### src/hdl/itp_pkg.sv
package itp_pkg;

	localparam int STACK_DEPTH_DEF = 16;
	localparam int SYM_W = 8;
	localparam int IN_TDATA_W = 8;
	localparam int OUT_TDATA_W = 16;
	localparam int OUT_TUSER_W = 3;

	localparam logic [SYM_W-1:0] CH_SPACE = 8'h20;
	localparam logic [SYM_W-1:0] CH_OPEN = 8'h28;
	localparam logic [SYM_W-1:0] CH_CLOSE = 8'h29;
	localparam logic [SYM_W-1:0] CH_MUL = 8'h2A;
	localparam logic [SYM_W-1:0] CH_PLUS = 8'h2B;
	localparam logic [SYM_W-1:0] CH_MINUS = 8'h2D;
	localparam logic [SYM_W-1:0] CH_DIV = 8'h2F;

	typedef enum logic [2:0] {
		OP_NONE = 3'd0,
		OP_OPEN = 3'd1,
		OP_PLUS = 3'd2,
		OP_MINUS = 3'd3,
		OP_MUL = 3'd4,
		OP_DIV = 3'd5
	} op_code_t;

	typedef enum logic [1:0] {
		ST_OK = 2'd0,
		ST_UNMATCHED = 2'd1,
		ST_OVERFLOW = 2'd2
	} status_t;

	function automatic op_code_t code_of(input logic [SYM_W-1:0] sym);
		op_code_t c;
		unique case (sym)
			CH_OPEN: c = OP_OPEN;
			CH_PLUS: c = OP_PLUS;
			CH_MINUS: c = OP_MINUS;
			CH_MUL: c = OP_MUL;
			CH_DIV: c = OP_DIV;
			default: c = OP_NONE;
		endcase
		return c;
	endfunction

	function automatic logic [SYM_W-1:0] char_of(input op_code_t c);
		logic [SYM_W-1:0] ch;
		unique case (c)
			OP_OPEN: ch = CH_OPEN;
			OP_PLUS: ch = CH_PLUS;
			OP_MINUS: ch = CH_MINUS;
			OP_MUL: ch = CH_MUL;
			OP_DIV: ch = CH_DIV;
			default: ch = '0;
		endcase
		return ch;
	endfunction

	function automatic logic [1:0] prio_of(input op_code_t c);
		logic [1:0] p;
		unique case (c)
			OP_MUL, OP_DIV: p = 2'd3;
			OP_PLUS, OP_MINUS: p = 2'd2;
			OP_OPEN: p = 2'd1;
			default: p = 2'd0;
		endcase
		return p;
	endfunction

endpackage

### src/hdl/infix_to_postfix_converter_top.sv
// An input transaction runs through accept, dispatch (which emits the space or the passed-through
// character), the steps that emit further results, steps that emit nothing (pop loop exit, push,
// discard of the open parenthesis) and a close-out. A result waits in a hold register until the next
// result or the close-out moves it to the output register; the last one becomes valid as s_tready
// rises again. A stalled result stalls the sequencer.
// arst_n clears the sequencer, the stack count and both result valids; stack entries are not reset.
module infix_to_postfix_converter_top #(
	parameter int STACK_DEPTH = itp_pkg::STACK_DEPTH_DEF
) (
	input logic clk,
	input logic arst_n,
	input logic s_tvalid,
	output logic s_tready,
	input logic [itp_pkg::IN_TDATA_W-1:0] s_tdata, // symbol
	input logic s_tlast,
	output logic m_tvalid,
	input logic m_tready,
	output logic [itp_pkg::OUT_TDATA_W-1:0] m_tdata, // out_symbol, last_of_item
	output logic [itp_pkg::OUT_TUSER_W-1:0] m_tuser, // has_symbol, status
	output logic m_tlast
);

	localparam int CNT_W = $clog2(STACK_DEPTH + 1);
	localparam int IDX_W = $clog2(STACK_DEPTH);
	localparam int PAD_W = itp_pkg::OUT_TDATA_W - itp_pkg::SYM_W - 1;

	typedef enum logic [5:0] {
		S_IDLE = 6'b000001,
		S_FIRST = 6'b000010,
		S_POP = 6'b000100,
		S_PUSH = 6'b001000,
		S_CLOSE = 6'b010000,
		S_END = 6'b100000
	} state_t;

	typedef struct packed {
		logic [itp_pkg::SYM_W-1:0] sym;
		logic has;
		itp_pkg::status_t status;
	} res_t;

	state_t state_q, state_d;
	logic [itp_pkg::SYM_W-1:0] sym_q;
	logic fin_q;
	logic close_q;
	itp_pkg::op_code_t code_q;
	logic [CNT_W-1:0] cnt_q;
	itp_pkg::op_code_t stack_q [STACK_DEPTH];
	res_t hold_q, out_q;
	logic hold_v_q, out_valid_q, out_last_q, out_end_q;

	logic [CNT_W-1:0] cnt_m1;
	itp_pkg::op_code_t top_code;
	logic full, out_free, can_emit;
	logic do_emit, cnt_dec, do_push, do_final;
	res_t new_res;

	assign cnt_m1 = cnt_q - CNT_W'(1);
	assign top_code = (cnt_q != '0) ? stack_q[cnt_m1[IDX_W-1:0]] : itp_pkg::OP_NONE;
	assign full = (cnt_q == CNT_W'(STACK_DEPTH));
	assign out_free = !out_valid_q || m_tready;
	assign can_emit = !hold_v_q || out_free;

	always_comb begin
		state_d = state_q;
		do_emit = 1'b0;
		cnt_dec = 1'b0;
		do_push = 1'b0;
		do_final = 1'b0;
		new_res = '{sym: itp_pkg::char_of(top_code), has: 1'b1, status: itp_pkg::ST_OK};
		unique case (state_q)
			S_IDLE: begin
				if (s_tvalid) begin
					state_d = S_FIRST;
				end
			end
			S_FIRST: begin
				if (close_q) begin
					state_d = S_CLOSE;
				end else if (code_q == itp_pkg::OP_OPEN) begin
					state_d = S_PUSH;
				end else if (code_q != itp_pkg::OP_NONE) begin
					new_res.sym = itp_pkg::CH_SPACE;
					if (can_emit) begin
						do_emit = 1'b1;
						state_d = S_POP;
					end
				end else begin
					new_res.sym = sym_q;
					if (can_emit) begin
						do_emit = 1'b1;
						state_d = S_END;
					end
				end
			end
			S_POP: begin
				if (cnt_q != '0 && itp_pkg::prio_of(top_code) >= itp_pkg::prio_of(code_q)) begin
					if (can_emit) begin
						do_emit = 1'b1;
						cnt_dec = 1'b1;
					end
				end else begin
					state_d = S_PUSH;
				end
			end
			S_PUSH: begin
				if (full) begin
					new_res = '{sym: '0, has: 1'b0, status: itp_pkg::ST_OVERFLOW};
					if (can_emit) begin
						do_emit = 1'b1;
						state_d = S_END;
					end
				end else begin
					do_push = 1'b1;
					state_d = S_END;
				end
			end
			S_CLOSE: begin
				if (cnt_q != '0 && top_code != itp_pkg::OP_OPEN) begin
					if (can_emit) begin
						do_emit = 1'b1;
						cnt_dec = 1'b1;
					end
				end else if (cnt_q != '0) begin
					cnt_dec = 1'b1;
					state_d = S_END;
				end else begin
					new_res = '{sym: '0, has: 1'b0, status: itp_pkg::ST_UNMATCHED};
					if (can_emit) begin
						do_emit = 1'b1;
						state_d = S_END;
					end
				end
			end
			S_END: begin
				if (fin_q && cnt_q != '0) begin
					if (can_emit) begin
						do_emit = 1'b1;
						cnt_dec = 1'b1;
					end
				end else if (hold_v_q || fin_q) begin
					if (out_free) begin
						do_final = 1'b1;
						state_d = S_IDLE;
					end
				end else begin
					state_d = S_IDLE;
				end
			end
			default: begin
				state_d = S_IDLE;
			end
		endcase
	end

	always_ff @(posedge clk or negedge arst_n) begin
		if (!arst_n) begin
			state_q <= S_IDLE;
			cnt_q <= '0;
			hold_v_q <= 1'b0;
			out_valid_q <= 1'b0;
		end else begin
			state_q <= state_d;
			if (cnt_dec) begin
				cnt_q <= cnt_m1;
			end else if (do_push) begin
				cnt_q <= cnt_q + CNT_W'(1);
			end
			if (do_emit) begin
				hold_v_q <= 1'b1;
			end else if (do_final) begin
				hold_v_q <= 1'b0;
			end
			if (do_final || (do_emit && hold_v_q)) begin
				out_valid_q <= 1'b1;
			end else if (m_tready) begin
				out_valid_q <= 1'b0;
			end
		end
	end

	always_ff @(posedge clk) begin
		if (s_tvalid && s_tready) begin
			sym_q <= s_tdata[itp_pkg::SYM_W-1:0];
			fin_q <= s_tlast;
			close_q <= (s_tdata[itp_pkg::SYM_W-1:0] == itp_pkg::CH_CLOSE);
			code_q <= itp_pkg::code_of(s_tdata[itp_pkg::SYM_W-1:0]);
		end
		if (do_push) begin
			stack_q[cnt_q[IDX_W-1:0]] <= code_q;
		end
		if (do_emit) begin
			hold_q <= new_res;
		end
		if (do_final) begin
			out_q <= hold_v_q ? hold_q : res_t'{sym: '0, has: 1'b0, status: itp_pkg::ST_OK};
			out_last_q <= 1'b1;
			out_end_q <= fin_q;
		end else if (do_emit && hold_v_q) begin
			out_q <= hold_q;
			out_last_q <= 1'b0;
			out_end_q <= 1'b0;
		end
	end

	assign s_tready = (state_q == S_IDLE);
	assign m_tvalid = out_valid_q;
	assign m_tdata = {PAD_W'(0), out_last_q, out_q.sym};
	assign m_tuser = {out_q.status, out_q.has};
	assign m_tlast = out_end_q;

endmodule

### config.mk
export PLATFORM = sky130hd
export DESIGN_NAME = infix_to_postfix_converter_top
export DESIGN_NICKNAME = d
export VERILOG_FILES = /design/src/hdl/itp_pkg.sv /design/src/hdl/infix_to_postfix_converter_top.sv
export SDC_FILE = /design/constraint.sdc
export NUM_CORES = 1
export LEC_CHECK = 0
export ABC_CLOCK_PERIOD_IN_PS = 9300
export BUFFER_PORTS_ARGS = -buffer_cell sky130_fd_sc_hd__buf_2
export CORE_MARGIN = 2
export CORE_UTILIZATION = 61
export CTS_CLUSTER_SIZE = 20
export DETAILED_ROUTE_END_ITERATION = 10
export GPL_TIMING_DRIVEN = 0
export PLACE_DENSITY_LB_ADDON = 0.3
export SLEW_MARGIN = 10
export SYNTH_ARGS = -nofsm -noshare
export SYNTH_HDL_FRONTEND = slang
export SYNTH_SLANG_ARGS = --single-unit
### constraint.sdc
create_clock -name clk -period 9.3 [get_ports clk]
set_input_delay 0.93 -clock clk [delete_from_list [all_inputs] [get_ports clk]]
set_output_delay 0.93 -clock clk [all_outputs]
set_load 0.01 [all_outputs]
==> summary.md <==
* **number of warnings issued by yosys** 0
* **fin nets** 400
* **total design power** 1.71 mW
* **CTS Root Cell** clkbuf_8
* **critical path startpoint category** flop
* **insertion delay to the later sink of the worst-skew pair** 0.37 ns
* **R2R cell count** 19
* **run status** complete, no violations
* **aggregate routed wire length** 8.98 mm
* **WL per Instance** 18.6 um
* **worst slack after detailed placement** 4.10 ns
* **synthesized-area fraction occupied by adder cells** 1.89%
* **Fin Clk Skew** 0.0109 ns
* **number of sinks handled by clock tree synthesis** 98
* **post-synthesis sequential area ratio** 61.9%
* **HPWL after detailed placement** 6.39 mm
* **area added between synthesis and finish** 10.8%
* **share of final-layout standard cells stronger than drive strength 1** 20.3%
* **number of enable-type register cells in the synthesized netlist** 84
* **area of the core** 7290 um^2
* **most common cell in the netlist** edfxtp_1
* **power density over the cells** 333 nW/um^2
* **Post-Synth Simple-Gate Area** 16.0%
* **slew at the pin closest to its max-slew limit** 0.954 ns
* **global-route wire length before repair** 14.6 mm
* **number of buffers added for setup after CTS** 0
* **quantity of hold-fixing buffers added after cts** 0
* **XOR/XNOR Fraction of Synth Area** 1.83%
* **share of the synthesized area in compound gates (AO/OA/AOI/OAI)** 7.85%
* **synth unique cells** 65
* **clock buffers created by TritonCTS** 9
* **area share of the largest cell type after synthesis** 54.4%
* **ANT nets after route** 0
* **residual overflow from global routing** 0
* **total of max-cap violations** 0
* **RSZ-0062 raised after global routing** false
* **cell types with the largest area share after synthesis** edfxtp_1, dfrtp_1, mux4_2, mux2i_1, and2_1
* **Max transition margin** 36.4%
* **DRC** 0
* **largest family of logic cells by synthesized area** simple AND/OR/NAND/NOR gates
* **multiplexer share of the synthesized area** 7.45%
* **antenna violations before repair** 0
* **Buffers on Ports** 27
* **Setup-failing EPs final** 0
* **total die area** 8320 um^2
* **data required time at the worst endpoint** 9.32 ns
* **effective utilization at floorplan** 63.6%
* **Leak Pwr** 1.91 nW
* **share of flip-flops with an asynchronous set or reset after synthesis** 13.3%
* **router iterations before antenna repair** 5
* **worst ir drop on vdd** 240 uV
* **fin worst setup slack** 4.07 ns
* **biggest area consumer among synthesized cells** edfxtp_1
* **vias after detailed routing** 2911
* **synthesized flop and latch total** 98
* **die boundary width** 91.2 um
* **endpoint class of the critical path** flop
* **WS Path Type** flop to flop
* **H-tree depth** 3
* **most frequent cells after synthesis** edfxtp_1, nor2_1, nand2_1
* **average cell area after synthesis** 13.8 um^2
* **DRC marker count from the first detailed-route iteration** 225
* **final period utilization** 56.2%
* **pin count of the biggest net entering global routing** 22
* **Post-Synthesis Cell Area** 4640 um^2
* **GR Util All Layers** 23.3%
* **Max Buffers Root-to-Sink** 2
* **Worst-path clk slew** 0.09 ns
* **Final Wtd Congestion** 0.855
* **Boundary Pins** 35
* **Sum Neg Setup Slack** 0 ns
* **routed via count divided by cell count** 6.01
* **antenna diode instance count** 0
* **count of final max-slew check failures** 0
* **row count** 31
* **vias in the first global route** 2830
* **maximum fanout along the worst path** 12
* **predominant post-synthesis flop cell** edfxtp_1
* **arrival time worst endpoint** 5.25 ns
* **count of final hold-check violations** 0
* **final-layout worst hold slack** 0.458 ns
* **Hold WC Path Type** primary input to asynchronous set/reset pin
* **die height** 91.2 um
* **clock tree from TritonCTS** built
* **number of instances in the synthesized netlist** 336
* **maximum clock frequency** 0.191 GHz
* **final period demand of the worst path** 5.23 ns
* **post-cts repair resize count** 0
## cell families (layout without fill, tap and decap cells)
kind of cell             count (synthesis)  count (layout)
other                                    1               7
AO/OA/AOI/OAI                           49              49
flip-flops                              98              98
buffers and inverters                   24              67
adder cells (fa/ha/maj)                  7               7
XOR/XNOR                                 8               8
multiplexers                            22              22
AND/OR/NAND/NOR                        127             127
## cells in the final DEF, fill, tap and decap left out, drive strengths merged, types with 3 or more instances in the layout
master  count
ha          7
nor3b       3
nor2       26
nor3        7
nand3b      6
mux2i      12
nand2      18
clkbuf     15
nor2b      14
nor4        5
conb        7
and4        4
edfxtp     84
a21oi       8
and2       18
buf        40
xnor2       8
mux4       10
a31oi       4
o21ai      10
inv         7
nand3      11
dfrtp      12
and3        5
## final timing paths
| kind | from | end | slack [ns] |
|---|---|---|---|
| min | arst_n | state_q[2]$_DFFE_PN0P_ | 0.46 |
| max reg2reg | cnt_q[0]$_DFFE_PN0P_ | m_tuser[2]$_DFFE_PP_ | 4.07 |
| max in group asynchronous | arst_n | state_q[0]$_DFFE_PN1P_ | 8.54 |
| max | cnt_q[0]$_DFFE_PN0P_ | m_tuser[2]$_DFFE_PP_ | 4.07 |
| min in group clk | out_last_q$_SDFFE_PP1P_ | out_last_q$_SDFFE_PP1P_ | 0.51 |
| min reg2reg | out_last_q$_SDFFE_PP1P_ | out_last_q$_SDFFE_PP1P_ | 0.51 |
## critical path, cell delays in order (launching register included)
cell	delay, ns
dfrtp_1	0.41
buf_6	0.19
buf_8	0.17
inv_1	0.10
ha_1	0.28
buf_2	0.22
buf_1	0.47
mux4_2	0.39
mux2i_1	0.22
nor2_1	0.07
a41o_1	0.29
or3_4	0.41
ha_1	0.29
nand2b_1	0.14
a21oi_1	0.26
o21bai_1	0.13
a22oi_1	0.24
nand3b_1	0.15
a31o_2	0.14
nand2_1	0.29
## power by group
| part | switching [mW] | internal [mW] |
|---|---|---|
| combinational | 0.434 | 0.321 |
| sequential | 0.0612 | 0.600 |
| clock | 0.144 | 0.152 |
## flip-flops by register name (all words and copies together), names as in the netlist
name,flops
close_q,1
cnt_q,5
code_q,3
fin_q,1
hold_q,11
hold_v_q,1
m_tdata,8
m_tlast,1
m_tuser,3
m_tvalid,1
out_last_q,1
stack_q,48
state_q,6
sym_q,8
## per-stage QoR
step,utilization (%),cells,cell area [um^2]
floorplan,-,342,4660
global placement,67.5,468,4920
detailed placement,67.5,468,4920
CTS,70.5,484,5140
global route,70.5,484,5140
finish,70.5,484,5140
## layer usage
layer	routed length, um	GRT usage [%]	vias to the layer above
met2	4150	35.6	119
met4	197	8.08	0
met3	590	5.15	20
li1	-	-	1368
met5	0	0	-
met1	4050	33.5	1404
## cell type report
type	instances	area [um^2]
multi-input combinational	220	1650
buffer	18	119
inverter	6	22.5
clock inverter	6	90.1
timing repair buffer	27	135
sequential	98	2870
fill	540	2150
clock buffer	10	128
tap	99	124
Power figures use the tool's default switching activity.
